--- src/sv/micdir_pkg.sv ---
`timescale 1ns / 1ps
// ----------------------------------------------------------------------------
// micdir_pkg
// Shared constants, types and tables for the microphone direction-to-LED unit.
// ----------------------------------------------------------------------------
package micdir_pkg;

	// Frame and array geometry
	localparam int SAMPLES_PER_CHANNEL = 1024;
	localparam int MIC_COUNT           = 4;
	localparam int LED_COUNT           = 16;
	localparam int CORDIC_STEPS        = 16;

	localparam int FRAME_LEN = MIC_COUNT * SAMPLES_PER_CHANNEL;
	localparam int FRAME_W   = (FRAME_LEN > 1) ? $clog2(FRAME_LEN) : 1;
	localparam int CH_W      = $clog2(MIC_COUNT);
	localparam int LED_W     = $clog2(LED_COUNT);
	localparam int LED_HALF  = LED_COUNT / 2;
	localparam int HALF_W    = $clog2(LED_HALF + 1);
	localparam int STEP_W    = $clog2(CORDIC_STEPS);

	// Field widths
	localparam int SAMPLE_W = 12;
	localparam int DIR_W    = 16;
	localparam int CORDIC_W = 32;

	localparam logic [SAMPLE_W-1:0] THRESHOLD_RESET = 12'd400;
	localparam logic [SAMPLE_W-1:0] TRACK_MIN_RESET = 12'd4095;
	localparam logic [DIR_W-1:0]    HALF_TURN       = 16'h8000;
	localparam logic [7:0]          HUE_CAP         = 8'd175;

	// Reciprocal of 40 scaled by 2^19, exact for every 12-bit amplitude
	localparam logic [13:0] RECIP_40   = 14'd13108;
	localparam int          RECIP_SHIFT = 19;

	// Frame-end sequencer states
	typedef enum logic [2:0] {
		ST_IDLE,
		ST_AMP,
		ST_CHECK,
		ST_CORDIC,
		ST_SCALE,
		ST_EMIT
	} state_t;

	// Request into the shared CORDIC unit
	typedef struct packed {
		logic                       start;
		logic signed [SAMPLE_W:0]   x;
		logic signed [SAMPLE_W:0]   y;
	} cordic_req_t;

	// Result out of the shared CORDIC unit
	typedef struct packed {
		logic             done;
		logic [DIR_W-1:0] angle;
	} cordic_status_t;

	// Arctangent of 2^-k in binary angle units
	function automatic logic [DIR_W-1:0] atan_units(input logic [4:0] k);
		logic [DIR_W-1:0] v;
		case (k)
			5'd0:    v = 16'd8192;
			5'd1:    v = 16'd4836;
			5'd2:    v = 16'd2555;
			5'd3:    v = 16'd1297;
			5'd4:    v = 16'd651;
			5'd5:    v = 16'd326;
			5'd6:    v = 16'd163;
			5'd7:    v = 16'd81;
			5'd8:    v = 16'd41;
			5'd9:    v = 16'd20;
			5'd10:   v = 16'd10;
			5'd11:   v = 16'd5;
			5'd12:   v = 16'd3;
			5'd13:   v = 16'd1;
			5'd14:   v = 16'd1;
			default: v = 16'd0;
		endcase
		return v;
	endfunction

	// Hue per ring distance, built at elaboration
	function automatic logic [(LED_HALF+1)*8-1:0] build_hue_table();
		logic [(LED_HALF+1)*8-1:0] t;
		int h;
		t = '0;
		for (int d = 0; d <= LED_HALF; d++) begin
			h = (255 * (LED_HALF - d)) / LED_HALF;
			if (h > 175)
				h = 175;
			t[d*8 +: 8] = 8'(h);
		end
		return t;
	endfunction

	localparam logic [(LED_HALF+1)*8-1:0] HUE_TABLE = build_hue_table();

endpackage

--- src/sv/mic_array_direction_to_led_ring_unit.sv ---
`timescale 1ns / 1ps
// Throughput: one sample per cycle while a frame is being collected.
// After the last sample of a frame the input stalls through amplitude latching,
// the threshold check, the CORDIC run, scaling and the LED result sequence
// (which an output stall can hold); below threshold it stalls only through
// amplitude latching and the threshold check.
// Reset: asynchronous, active low; trackers, frame position and threshold reload.
// ----------------------------------------------------------------------------
// mic_array_direction_to_led_ring_unit
// Tracks per-channel peak-to-peak amplitude over a frame; above threshold it
// estimates direction by CORDIC atan2 and emits a hue/brightness result per LED.
// ----------------------------------------------------------------------------
module mic_array_direction_to_led_ring_unit (
	input  logic                                   clk,
	input  logic                                   arst_n,
	// Configuration
	input  logic                                   cfg_we,
	input  logic [micdir_pkg::SAMPLE_W-1:0]        cfg_wdata,
	// Sample stream
	input  logic                                   in_valid,
	output logic                                   in_stall,
	input  logic [micdir_pkg::SAMPLE_W-1:0]        sample,
	// LED results
	output logic                                   out_valid,
	input  logic                                   out_stall,
	output logic [5:0]                             led_index,
	output logic [7:0]                             hue,
	output logic [6:0]                             brightness,
	output logic [micdir_pkg::DIR_W-1:0]           direction,
	output logic [micdir_pkg::SAMPLE_W-1:0]        peak_amplitude,
	output logic                                   last_led
);
	import micdir_pkg::*;

	state_t state_q, state_d;

	logic [SAMPLE_W-1:0] thr_q;
	logic [FRAME_W-1:0]  frame_pos_q;
	logic [SAMPLE_W-1:0] max_q [MIC_COUNT];
	logic [SAMPLE_W-1:0] min_q [MIC_COUNT];
	logic [SAMPLE_W-1:0] latch_q [MIC_COUNT];
	logic [CH_W-1:0]     ch_q;
	logic [LED_W-1:0]    led_q;
	logic [SAMPLE_W-1:0] peak_q;
	logic [DIR_W-1:0]    dir_q;
	logic [LED_W-1:0]    primary_q;
	logic [6:0]          bright_q;
	logic                out_valid_q;

	logic [5:0]          led_index_q;
	logic [7:0]          hue_q;
	logic [6:0]          brightness_q;
	logic [DIR_W-1:0]    direction_q;
	logic [SAMPLE_W-1:0] peak_amplitude_q;
	logic                last_led_q;

	logic                in_accept, frame_end, out_load, out_free;
	logic [CH_W-1:0]     cur_ch;
	logic [SAMPLE_W-1:0] amp, peak_next;
	cordic_req_t         creq;
	cordic_status_t      cstat;

	logic [DIR_W+LED_W-1:0]   dir_prod;
	logic [SAMPLE_W+13:0]     bright_prod;
	logic signed [LED_W+1:0]  dist_s;
	logic [LED_W+1:0]         dist_abs;
	logic [HALF_W-1:0]        dist_idx;
	logic [7:0]               hue_cur;

	// Shared CORDIC unit
	micdir_cordic u_cordic (
		.clk    (clk),
		.arst_n (arst_n),
		.req    (creq),
		.status (cstat)
	);

	assign in_accept = in_valid && !in_stall;
	assign cur_ch    = frame_pos_q[CH_W-1:0];
	assign frame_end = (frame_pos_q == FRAME_W'(FRAME_LEN - 1));
	assign out_free  = !out_valid_q || !out_stall;

	// Amplitude of the channel under the latch counter
	assign amp       = (max_q[ch_q] >= min_q[ch_q]) ? (max_q[ch_q] - min_q[ch_q]) : '0;
	assign peak_next = (ch_q == '0 || amp > peak_q) ? amp : peak_q;

	// Primary LED and brightness scaling
	assign dir_prod    = {{LED_W{1'b0}}, dir_q} * (DIR_W+LED_W)'(LED_COUNT);
	assign bright_prod = {14'b0, peak_q} * {12'b0, RECIP_40};

	// Wrapped ring distance from the primary LED and its hue
	always_comb begin
		dist_s = $signed({2'b0, led_q}) - $signed({2'b0, primary_q});
		if (dist_s < -$signed((LED_W+2)'(LED_HALF)))
			dist_s = dist_s + $signed((LED_W+2)'(LED_COUNT));
		else if (dist_s > $signed((LED_W+2)'(LED_HALF)))
			dist_s = dist_s - $signed((LED_W+2)'(LED_COUNT));
		dist_abs = dist_s[LED_W+1] ? (LED_W+2)'(-dist_s) : (LED_W+2)'(dist_s);
		if (dist_abs > (LED_W+2)'(LED_HALF))
			dist_abs = (LED_W+2)'(LED_HALF);
		dist_idx = dist_abs[HALF_W-1:0];
		hue_cur  = HUE_TABLE[{dist_idx, 3'b000} +: 8];
	end

	// Sequencer: next state and strobes
	always_comb begin
		state_d     = state_q;
		creq.start  = 1'b0;
		// Direction vector from opposite microphone pairs
		creq.x      = $signed({1'b0, latch_q[0]}) - $signed({1'b0, latch_q[2]});
		creq.y      = $signed({1'b0, latch_q[1]}) - $signed({1'b0, latch_q[3]});
		out_load    = 1'b0;
		case (state_q)
			ST_IDLE: begin
				if (in_accept && frame_end)
					state_d = ST_AMP;
			end
			ST_AMP: begin
				if (ch_q == CH_W'(MIC_COUNT - 1))
					state_d = ST_CHECK;
			end
			ST_CHECK: begin
				if (peak_q > thr_q) begin
					creq.start = 1'b1;
					state_d    = ST_CORDIC;
				end else begin
					state_d = ST_IDLE;
				end
			end
			ST_CORDIC: begin
				if (cstat.done)
					state_d = ST_SCALE;
			end
			ST_SCALE: begin
				state_d = ST_EMIT;
			end
			ST_EMIT: begin
				if (out_free) begin
					out_load = 1'b1;
					if (led_q == LED_W'(LED_COUNT - 1))
						state_d = ST_IDLE;
				end
			end
			default: begin
				state_d = ST_IDLE;
			end
		endcase
	end

	assign in_stall = (state_q != ST_IDLE);

	// Control registers, trackers and threshold
	always_ff @(posedge clk or negedge arst_n) begin
		if (!arst_n) begin
			state_q     <= ST_IDLE;
			thr_q       <= THRESHOLD_RESET;
			frame_pos_q <= '0;
			ch_q        <= '0;
			led_q       <= '0;
			out_valid_q <= 1'b0;
			for (int c = 0; c < MIC_COUNT; c++) begin
				max_q[c] <= '0;
				min_q[c] <= TRACK_MIN_RESET;
			end
		end else begin
			state_q <= state_d;
			if (cfg_we)
				thr_q <= cfg_wdata;
			// Track extremes and advance the frame position
			if (in_accept) begin
				if (sample > max_q[cur_ch])
					max_q[cur_ch] <= sample;
				if (sample < min_q[cur_ch])
					min_q[cur_ch] <= sample;
				frame_pos_q <= frame_end ? '0 : frame_pos_q + 1'b1;
				ch_q        <= '0;
			end
			// Latch pass: restart each tracker once read
			if (state_q == ST_AMP) begin
				max_q[ch_q] <= '0;
				min_q[ch_q] <= TRACK_MIN_RESET;
				ch_q        <= ch_q + 1'b1;
			end
			if (state_q == ST_SCALE)
				led_q <= '0;
			else if (out_load)
				led_q <= led_q + 1'b1;
			// Output register: hold until taken
			if (out_load)
				out_valid_q <= 1'b1;
			else if (!out_stall)
				out_valid_q <= 1'b0;
		end
	end

	// Payload registers
	always_ff @(posedge clk) begin
		if (state_q == ST_AMP) begin
			latch_q[ch_q] <= amp;
			peak_q        <= peak_next;
		end
		if (state_q == ST_CORDIC && cstat.done)
			dir_q <= cstat.angle + HALF_TURN;
		if (state_q == ST_SCALE) begin
			primary_q <= dir_prod[DIR_W+LED_W-1:DIR_W];
			bright_q  <= bright_prod[RECIP_SHIFT+6:RECIP_SHIFT];
		end
		if (out_load) begin
			led_index_q      <= 6'(led_q);
			hue_q            <= (hue_cur > HUE_CAP) ? HUE_CAP : hue_cur;
			brightness_q     <= bright_q;
			direction_q      <= dir_q;
			peak_amplitude_q <= peak_q;
			last_led_q       <= (led_q == LED_W'(LED_COUNT - 1));
		end
	end

	assign out_valid      = out_valid_q;
	assign led_index      = led_index_q;
	assign hue            = hue_q;
	assign brightness     = brightness_q;
	assign direction      = direction_q;
	assign peak_amplitude = peak_amplitude_q;
	assign last_led       = last_led_q;

endmodule

--- src/sv/micdir_cordic.sv ---
`timescale 1ns / 1ps
// ----------------------------------------------------------------------------
// micdir_cordic
// Iterative vectoring CORDIC: one micro-rotation per cycle through a pair of
// barrel shifters and adders reused every step, returning the binary angle of (x, y).
// ----------------------------------------------------------------------------
module micdir_cordic (
	input  logic                        clk,
	input  logic                        arst_n,
	input  micdir_pkg::cordic_req_t     req,
	output micdir_pkg::cordic_status_t  status
);
	import micdir_pkg::*;

	logic signed [CORDIC_W-1:0] x_q, y_q;
	logic        [DIR_W-1:0]    z_q;
	logic        [STEP_W-1:0]   k_q;
	logic                       busy_q, done_q, zero_q;

	logic signed [CORDIC_W-1:0] x0, y0, dx, dy;
	logic                       y_pos, last_step;

	// Scale the inputs by 2^16
	assign x0 = {{(CORDIC_W-SAMPLE_W-17){req.x[SAMPLE_W]}}, req.x, 16'b0};
	assign y0 = {{(CORDIC_W-SAMPLE_W-17){req.y[SAMPLE_W]}}, req.y, 16'b0};

	// Shifters: floor shifts of the current vector
	assign dx        = y_q >>> k_q;
	assign dy        = x_q >>> k_q;
	assign y_pos     = !y_q[CORDIC_W-1] && (y_q != '0);
	assign last_step = (k_q == STEP_W'(CORDIC_STEPS - 1));

	// Control: load, iterate, signal completion
	always_ff @(posedge clk or negedge arst_n) begin
		if (!arst_n) begin
			busy_q <= 1'b0;
			done_q <= 1'b0;
			k_q    <= '0;
		end else begin
			done_q <= 1'b0;
			if (req.start) begin
				busy_q <= 1'b1;
				k_q    <= '0;
			end else if (busy_q) begin
				k_q <= k_q + 1'b1;
				if (last_step) begin
					busy_q <= 1'b0;
					done_q <= 1'b1;
				end
			end
		end
	end

	// Datapath: fold into the right half plane, then rotate toward y = 0
	always_ff @(posedge clk) begin
		if (req.start) begin
			zero_q <= (req.x == '0) && (req.y == '0);
			if (req.x[SAMPLE_W]) begin
				x_q <= -x0;
				y_q <= -y0;
				z_q <= HALF_TURN;
			end else begin
				x_q <= x0;
				y_q <= y0;
				z_q <= '0;
			end
		end else if (busy_q) begin
			if (y_pos) begin
				x_q <= x_q + dx;
				y_q <= y_q - dy;
				z_q <= z_q + atan_units(5'(k_q));
			end else begin
				x_q <= x_q - dx;
				y_q <= y_q + dy;
				z_q <= z_q - atan_units(5'(k_q));
			end
		end
	end

	assign status = {done_q, (zero_q ? {DIR_W{1'b0}} : z_q)};

endmodule

--- config.mk ---
export PLATFORM = sky130hd
export DESIGN_NAME = mic_array_direction_to_led_ring_unit
export DESIGN_NICKNAME = d
export VERILOG_FILES = /design/src/sv/micdir_pkg.sv /design/src/sv/mic_array_direction_to_led_ring_unit.sv /design/src/sv/micdir_cordic.sv
export SDC_FILE = /design/constraint.sdc
export NUM_CORES = 1
export LEC_CHECK = 0
export BUFFER_PORTS_ARGS = -buffer_cell sky130_fd_sc_hd__buf_2
export CAP_MARGIN = 20
export CORE_MARGIN = 2
export CORE_UTILIZATION = 60
export CTS_BUF_LIST = sky130_fd_sc_hd__clkbuf_4
export CTS_CLUSTER_DIAMETER = 50
export DETAILED_ROUTE_END_ITERATION = 10
export GPL_TIMING_DRIVEN = 0
export MAX_ROUTING_LAYER = met4
export PLACE_DENSITY = 0.75
export SETUP_SLACK_MARGIN = 0.15
export SLEW_MARGIN = 20
export SYNTH_ARGS = -nofsm -noshare
export SYNTH_HDL_FRONTEND = slang
export SYNTH_HIERARCHICAL = 1
export SYNTH_SLANG_ARGS = --single-unit
--- constraint.sdc ---
create_clock -name clk -period 10.65 [get_ports clk]
set_input_delay 2.6625 -clock clk [delete_from_list [all_inputs] [get_ports clk]]
set_output_delay 2.6625 -clock clk [all_outputs]
set_load 0.01 [all_outputs]
=== Yosys cells after proc, flatten, opt, wreduce, memory -nomap -nowiden ===
Memory sizes are Yosys's and may differ from the RTL's.
Cells that the tools add are included.

* Register bits after elaboration: 304
* Memory bits (writable): 48
* Bits in read-only memories: 448
* Output and inout bits: 52
* Word-level logic and storage cells: 191
* Memories kept: 3

* Add/sub/neg operators: 20
* Multipliers: 1
* $lt $le $gt $ge: 13
* Equality and inequality tests: 15
* Shifts and indexed selects: 3
* Mux-type cells: 76
* Bitwise logic cells: 5
* Reduce and logical (&&, ||, !) cells: 24

{| class="wikitable"
|+ Memories
! name !! depth !! width !! read ports !! clocked after Yosys merged registers in !! wr ports !! line !! text
|-
| (name not given) || 16 || 14 || 1 || 0 || 0 || micdir_pkg.sv:62 || <nowiki>case (k)</nowiki>
|-
| (name not given) || 16 || 14 || 1 || 0 || 0 || micdir_pkg.sv:62 ||
|-
| latch_q || 4 || 12 || 4 || 0 || 1 || mic_array_direction_to_led_ring_unit.sv:41 || <nowiki>logic [SAMPLE_W-1:0] latch_q [MIC_COUNT];</nowiki>
|}

{| class="wikitable"
|+ Operators with widths
! kind !! number
|-
| 48-bit 2-to-1 mux || 6
|-
| 32-bit 2-to-1 mux || 8
|-
| 16-bit 2-to-1 mux || 11
|-
| 12-bit 2-to-1 mux || 12
|-
| 12-bit binary-select mux with 2-bit select || 4
|-
| 48-bit bitwise mux || 2
|-
| 72-bit by 8-bit variable part select with 8-bit output (first input constant) || 1
|-
| 32-bit adder || 2
|-
| 29-bit negator with 32-bit output || 2
|-
| 32-bit by 4-bit >>> shifter with 32-bit output || 2
|-
| 32-bit subtractor || 2
|-
| 48-bit AND || 1
|-
| 12-bit demux with 2-bit select || 2
|-
| 48-bit NOT || 1
|-
| 48-bit bitwise OR || 1
|-
| 12-bit greater-than comparator || 3
|-
| 32-bit nonzero test || 1
|-
| 13-bit logical NOT || 2
|-
| 12-bit by 12-bit subtractor with 13-bit output || 2
|-
| 12-bit by 12-bit multiplier with 24-bit output (second input constant) || 1
|-
| 4-bit 2-to-1 mux || 5
|-
| 6-bit 2-to-1 mux || 3
|-
| 3-bit case mux with 6 select lines || 1
|-
| 16-bit adder || 1
|-
| 39 further kinds || 81
|}

=== Depth between registers and ports, before layout ===
* Depth in word-level cells: 10
* Gate-level depth with buffers: 28

=== By module ===
Netlist, hierarchy kept.

{| class="wikitable"
|+ Modules (own cells, without submodules)
! module !! instances !! cells an instance !! area each (µm²)
|-
| mic_array_direction_to_led_ring_unit || 1 || 1427 || 16397.0
|-
| micdir_cordic || 1 || 1538 || 13051.3
|}

=== Worst setup path after synthesis ===
OpenSTA, ideal clock, no wires.

* Path type: register -> register
* From: reg u_cordic.k_q[1]
* To: reg u_cordic.z_q[15] (data pin)
* Arrival: 5.420 ns
* Data required time: 10.390 ns
* Path slack: 4.970 ns
* Cell stages (with the launch flop): 23
* Cell sequence: dfrtp_1 inv_2 clkbuf_1 clkbuf_1 clkbuf_1 ha_1 clkbuf_2 a211oi_1 a31oi_1 ha_1 nand2_1 o21ai_0 ha_1 a21o_1 a21o_1 a2111oi_0 o31ai_1 o41a_1 and4_1 a2111o_1 a21oi_1 xnor2_1 mux2_2

* Cells in the longest elaborated chain, start to end: 8
* Elaborated cells on any way between the ends: 13
* Those cells by class: add/sub: 2; mux: 9; memory: 2

{| class="wikitable"
|+ RTL lines
! what !! line !! text
|-
| start: declaration || micdir_cordic.sv:17 || <nowiki>logic [STEP_W-1:0] k_q;</nowiki>
|-
| start signal: assignment || micdir_cordic.sv:45 || <nowiki>k_q <= k_q + 1'b1;</nowiki>
|-
| memory read 16 x 14 bit || -- ||
|-
| 16-bit 2-to-1 mux || micdir_cordic.sv:68 || <nowiki>if (y_pos) begin</nowiki>
|-
| 16-bit 2-to-1 mux || micdir_cordic.sv:67 || <nowiki>end else if (busy_q) begin</nowiki>
|-
| 16-bit 2-to-1 mux || micdir_cordic.sv:56 || <nowiki>if (req.start) begin</nowiki>
|-
| 16-bit subtractor or 16-bit adder (tied branches) || micdir_cordic.sv:75, micdir_cordic.sv:71 ||
|-
| 16-bit 2-to-1 mux (*) || micdir_cordic.sv:68 ||
|-
| 16-bit 2-to-1 mux (*) || micdir_cordic.sv:67 ||
|-
| 16-bit 2-to-1 mux (*) || micdir_cordic.sv:56 ||
|-
| end signal: assignment || micdir_cordic.sv:71 || <nowiki>z_q <= z_q + atan_units(5'(k_q));</nowiki>
|-
| end signal: assignment || micdir_cordic.sv:75 || <nowiki>z_q <= z_q - atan_units(5'(k_q));</nowiki>
|-
| end: declaration || micdir_cordic.sv:16 || <nowiki>logic [DIR_W-1:0] z_q;</nowiki>
|}

Mark *: on every way between the ends. The rest lies on a longest branch, timed or not. The select of a mux whose other input is x is not followed.
A chain may end at the register's enable or synchronous reset.

=== Final worst setup path ===
* From: reg u_cordic.k_q[3]
* To: reg u_cordic.x_q[31] (data pin)

* Cells in the longest elaborated chain, start to end: 5
* Elaborated cells on any way between the ends: 6
* Those cells by class: add/sub: 2; shift: 1; mux: 3

{| class="wikitable"
|+ RTL lines
! what !! line !! text
|-
| 32-bit by 4-bit >>> shifter with 32-bit output (*) || micdir_cordic.sv:28 || <nowiki>assign dx = y_q >>> k_q;</nowiki>
|-
| 32-bit subtractor or 32-bit adder (tied branches) || micdir_cordic.sv:73, micdir_cordic.sv:69 ||
|-
| 32-bit 2-to-1 mux (*) || micdir_cordic.sv:68 ||
|-
| 32-bit 2-to-1 mux (*) || micdir_cordic.sv:67 ||
|-
| 32-bit 2-to-1 mux (*) || micdir_cordic.sv:56 ||
|-
| end signal: assignment || micdir_cordic.sv:59 || <nowiki>x_q <= -x0;</nowiki>
|-
| end signal: assignment || micdir_cordic.sv:69 || <nowiki>x_q <= x_q + dx;</nowiki>
|-
| end signal: assignment || micdir_cordic.sv:73 || <nowiki>x_q <= x_q - dx;</nowiki>
|-
| end: declaration || micdir_cordic.sv:15 || <nowiki>logic signed [CORDIC_W-1:0] x_q, y_q;</nowiki>
|}

Marked as above.

==> results.yml <==
sta:
  setup_slack_ps: 1980
  worst_slew_pin_slew_ps: 1190
  layout_min_cycle_time_ps: 8670
  worst_clock_skew_ps: 106
  fin_crit_sh: 0.814
  fmaxAchievable_mhz: 115
  max-slew-margin-rel: 0.206
  final_hold_viol_count: 0
  grt_setup_unrepaired: "no"
  accumulated_negative_setup_slack_ps: 0
  finalMaxSlewViolations: 0
  setup-violations-final: 0
clock_tree:
  cts.root.buffer_cell: "sky130_fd_sc_hd__clkbuf_4"
  clockBufferDepth: 3
  cts_hold_buf: 0
  clock_tree_from_tritoncts: "built"
  number_of_cts_inserted_buffers: 97
  clock_insertion_delay_worst_skew_ps: 900
  path_clk_slew_ps: 60
  cts_setup_buffers: 0
  cts_repair_resize_count: 0
  h-tree-depth: 3
  number_of_sinks_handled_by_clock_tree_synthesis: 349
critical_path:
  crit_path_top_delay_cell: "sky130_fd_sc_hd__clkbuf_1"
  critical_path_fanout_max: 10
  worst-endpoint-required_ps: 11300
  worst-setup-path-type: "reg2reg"
  worstPathArrival_ps: 9310
  timing.critical_path.cells: "buf_6, clkbuf_1, buf_1, buf_1, clkbuf_1, clkbuf_1, nand2_1, o21ai_0, ha_1, o2111ai_1, or2_2, nor3_1, nor2_1, xnor2_1, ha_1, clkbuf_1, nand4_1, a2111oi_0, a311o_1, a31oi_1, o31ai_1, a311oi_1, xnor2_1, nor2_1"
  reg2reg_setup_slack_ps: 1980
  critPathTopFamily: "buffers and inverters"
  worst_path_most_repeated_cell: "sky130_fd_sc_hd__clkbuf_1"
  endpoint_kind: "flop"
  start_kind: "flop"
  worst_path_largest_cell_delay_ps: 790
  path_buf_inv: 7
floorplanning:
  rows: 81
  initial_utilization: 0.605
  top_level_ports: 81
  chipHeight_um: 226
  fp.dieArea_um2: 50900
  core-area_um2: 48600
  die_w_um: 226
synth:
  synth.ff_latch_count: 349
  netlist-cell-type-count: 103
  synth.yosys.warnings: 6
  synth_async_sr_flop_share: 0.390
  synthCells: 2965
  synth_enable_flop_cells: 213
  syn_avg_cell_area_um2: 9.93
  synth-seq-area-share: 0.335
  synth.cell_area_um2: 29400
  synth-main-ff-cell: "sky130_fd_sc_hd__edfxtp_1"
final_layout:
  n_fill_cell: 3933
  final_design_area_no_fill_um2: 32000
  syn2layout_area_growth_pct: 8.62
  nNetsFinal: 3493
  layout_cell_share_with_drive_strength_beyond_1: 0.169
  final_cell_count_without_fillers: 3845
route:
  final_antenna_net_count: 0
  wire_per_inst_um: 23.8
  drc_violation_total_after_the_first_tritonroute_iteration: 2433
  route.detailed.vias_per_inst: 6.42
  drcViolationCount: 0
  detailedRoute.firstPassIterationCount: 6
  detail_route.wirelength_um: 91600
  vias: 24700
placement:
  place.port_buffers: 78
  hpwl_after_detailed_placement_um: 69000
  total_cell_area_at_the_placement_stage_um2: 30700
  place.gp.congestion: 1.05
  dp_worst_setup_slack_ps: 2480
  post_place_cells: 3669
power_and_ir_drop:
  ir_worst_vdd_mv: 0.173
  total_leakage_power_nw: 13.9
  p_total_w: 0.00444
  power-per-cell-area_nw_per_um2: 139
grt:
  grt_max_degree: 73
  wire_length_of_the_first_global_routing_pass_um: 140000
  initial_antenna_violation_count: 1
  track_usage: 0.373
  first_global_vias: 25000
  grt_overflow_total: 0
job:
  timing.max_cap.violations: 0
worst_hold_path:
  worstHoldPathType: "reg2reg"
run_status:
  run_status: "finished, final reports clean"
-- logic make-up after synthesis --
| kind of cell | Yosys count | share of synthesized area |
|---|---|---|
| multiplexers | 202 | 0.117 |
| other | 1 | 0.000127 |
| XOR/XNOR | 209 | 0.0622 |
| flip-flops | 349 | 0.335 |
| AND/OR/NAND/NOR | 873 | 0.142 |
| buffers and inverters | 371 | 0.0570 |
| adder cells (fa/ha/maj) | 318 | 0.147 |
| AO/OA/AOI/OAI | 642 | 0.140 |
-- synth_stat cells (16+ instances only) --
master | instances | area share
sky130_fd_sc_hd__nand2b_1 | 23 | 0.0049
sky130_fd_sc_hd__edfxtp_1 | 213 | 0.22
sky130_fd_sc_hd__nor3_1 | 49 | 0.0083
sky130_fd_sc_hd__nor4_1 | 19 | 0.0040
sky130_fd_sc_hd__mux2_2 | 28 | 0.011
sky130_fd_sc_hd__a31oi_1 | 39 | 0.0083
sky130_fd_sc_hd__dfrtp_1 | 85 | 0.072
sky130_fd_sc_hd__nand4_1 | 27 | 0.0057
sky130_fd_sc_hd__mux4_1 | 19 | 0.017
sky130_fd_sc_hd__dfstp_2 | 51 | 0.046
sky130_fd_sc_hd__nand3_1 | 66 | 0.011
sky130_fd_sc_hd__nor2b_1 | 54 | 0.011
sky130_fd_sc_hd__and3_1 | 24 | 0.0051
sky130_fd_sc_hd__a21oi_2 | 30 | 0.0089
sky130_fd_sc_hd__mux4_2 | 86 | 0.066
sky130_fd_sc_hd__and2_1 | 16 | 0.0034
sky130_fd_sc_hd__nand2_1 | 210 | 0.027
sky130_fd_sc_hd__o211ai_1 | 19 | 0.0048
sky130_fd_sc_hd__a21oi_1 | 159 | 0.027
sky130_fd_sc_hd__xor2_1 | 78 | 0.023
sky130_fd_sc_hd__buf_2 | 28 | 0.0048
sky130_fd_sc_hd__nor2_1 | 306 | 0.039
sky130_fd_sc_hd__xnor2_1 | 131 | 0.039
sky130_fd_sc_hd__a21o_1 | 52 | 0.013
sky130_fd_sc_hd__ha_1 | 273 | 0.12
sky130_fd_sc_hd__clkbuf_1 | 64 | 0.0082
sky130_fd_sc_hd__or3_1 | 19 | 0.0040
sky130_fd_sc_hd__or2_2 | 16 | 0.0034
sky130_fd_sc_hd__a211oi_1 | 18 | 0.0046
sky130_fd_sc_hd__o31ai_1 | 22 | 0.0056
sky130_fd_sc_hd__o21ai_0 | 166 | 0.028
sky130_fd_sc_hd__inv_1 | 227 | 0.029
sky130_fd_sc_hd__fa_1 | 45 | 0.031
sky130_fd_sc_hd__mux2i_1 | 68 | 0.023
sky130_fd_sc_hd__o21a_1 | 21 | 0.0054
-- area by class of cell --
type	count	area, um^2	share of cell area
timing repair buffer	81	475	0.0149
clock inverter	33	201	0.00630
buffer	141	821	0.0257
tap	622	778	0.0243
antenna	1	2.50	0.0000782
clock buffer	142	1070	0.0333
sequential	349	9860	0.308
inverter	230	863	0.0270
multi-input combinational	2246	17900	0.560
-- metrics by stage --
step	hold WS (ps)	util
2_1_floorplan	400	-
3_3_place_gp	405	0.629
3_5_place_dp	405	0.631
4_1_cts	421	0.657
5_1_grt	423	0.658
6_report	418	0.658
-- metal layers --
layer	vias to the layer above	global-route usage	wire length [um]	part of all wire
met5	-	-	0	0
met4	0	0.223	5730	0.063
met3	330	0.0688	6800	0.074
met2	1134	0.608	44000	0.48
met1	12000	0.432	35000	0.38
li1	11200	-	-	-
-- registers in the layout (all words and copies together), names as in the netlist, 7 cells and up --
name,count
u_cordic/z_q,16
u_cordic/x_q,32
bright_q,7
thr_q,12
u_cordic/y_q,32
frame_pos_q,12
peak_q,12
peak_amplitude,12
latch_q,48
dir_q,16
direction,16
max_q,48
brightness,7
min_q,48
-- worst register-to-register path, delay by kind of cell (launching register included) --
kind | cells | cell delay, ps
buffers and inverters | 7 | 3800
AO/OA/AOI/OAI | 7 | 2270
AND/OR/NAND/NOR | 6 | 1090
adder cells (fa/ha/maj) | 2 | 570
XOR/XNOR | 2 | 350
flip-flops | 1 | 340
-- cells in the final DEF, fill, tap and decap left out, types with 21 or more instances in the layout --
master / count
sky130_fd_sc_hd__nor2_1: 305
sky130_fd_sc_hd__ha_1: 273
sky130_fd_sc_hd__inv_1: 227
sky130_fd_sc_hd__edfxtp_1: 213
sky130_fd_sc_hd__nand2_1: 210
sky130_fd_sc_hd__o21ai_0: 166
sky130_fd_sc_hd__a21oi_1: 159
sky130_fd_sc_hd__clkbuf_4: 142
sky130_fd_sc_hd__xnor2_1: 131
sky130_fd_sc_hd__buf_2: 105
sky130_fd_sc_hd__mux4_2: 86
sky130_fd_sc_hd__dfrtp_1: 85
sky130_fd_sc_hd__xor2_1: 78
sky130_fd_sc_hd__mux2i_1: 68
sky130_fd_sc_hd__nand3_1: 66
sky130_fd_sc_hd__clkbuf_1: 59
sky130_fd_sc_hd__nor2b_1: 54
sky130_fd_sc_hd__a21o_1: 52
sky130_fd_sc_hd__dfstp_2: 51
sky130_fd_sc_hd__nor3_1: 49
sky130_fd_sc_hd__fa_1: 45
sky130_fd_sc_hd__a31oi_1: 39
sky130_fd_sc_hd__a21oi_2: 30
sky130_fd_sc_hd__mux2_2: 28
sky130_fd_sc_hd__nand4_1: 27
sky130_fd_sc_hd__and3_1: 24
sky130_fd_sc_hd__nand2b_1: 23
sky130_fd_sc_hd__clkinv_1: 23
sky130_fd_sc_hd__o31ai_1: 22
sky130_fd_sc_hd__o21a_1: 21
-- power breakdown --
part	switching [W]	internal, W	total (W)
clock	0.000612	0.000662	0.00127
combinational	0.000723	0.000563	0.00129
sequential	0.000148	0.00173	0.00188
total	0.00148	0.00295	0.00444
-- final timing paths --
kind | startpoint | end | cells past startpoint
max | u_cordic/k_q[3] | u_cordic/x_q[31] | 24
max in group asynchronous | arst_n | led_q[1] | 2
min | dir_q[5] | direction[5] | 0
min in group asynchronous | arst_n | max_q[36] | 1
max reg2reg | u_cordic/k_q[3] | u_cordic/x_q[31] | 24
min reg2reg | dir_q[5] | direction[5] | 0
Power figures use the tool's default switching activity.
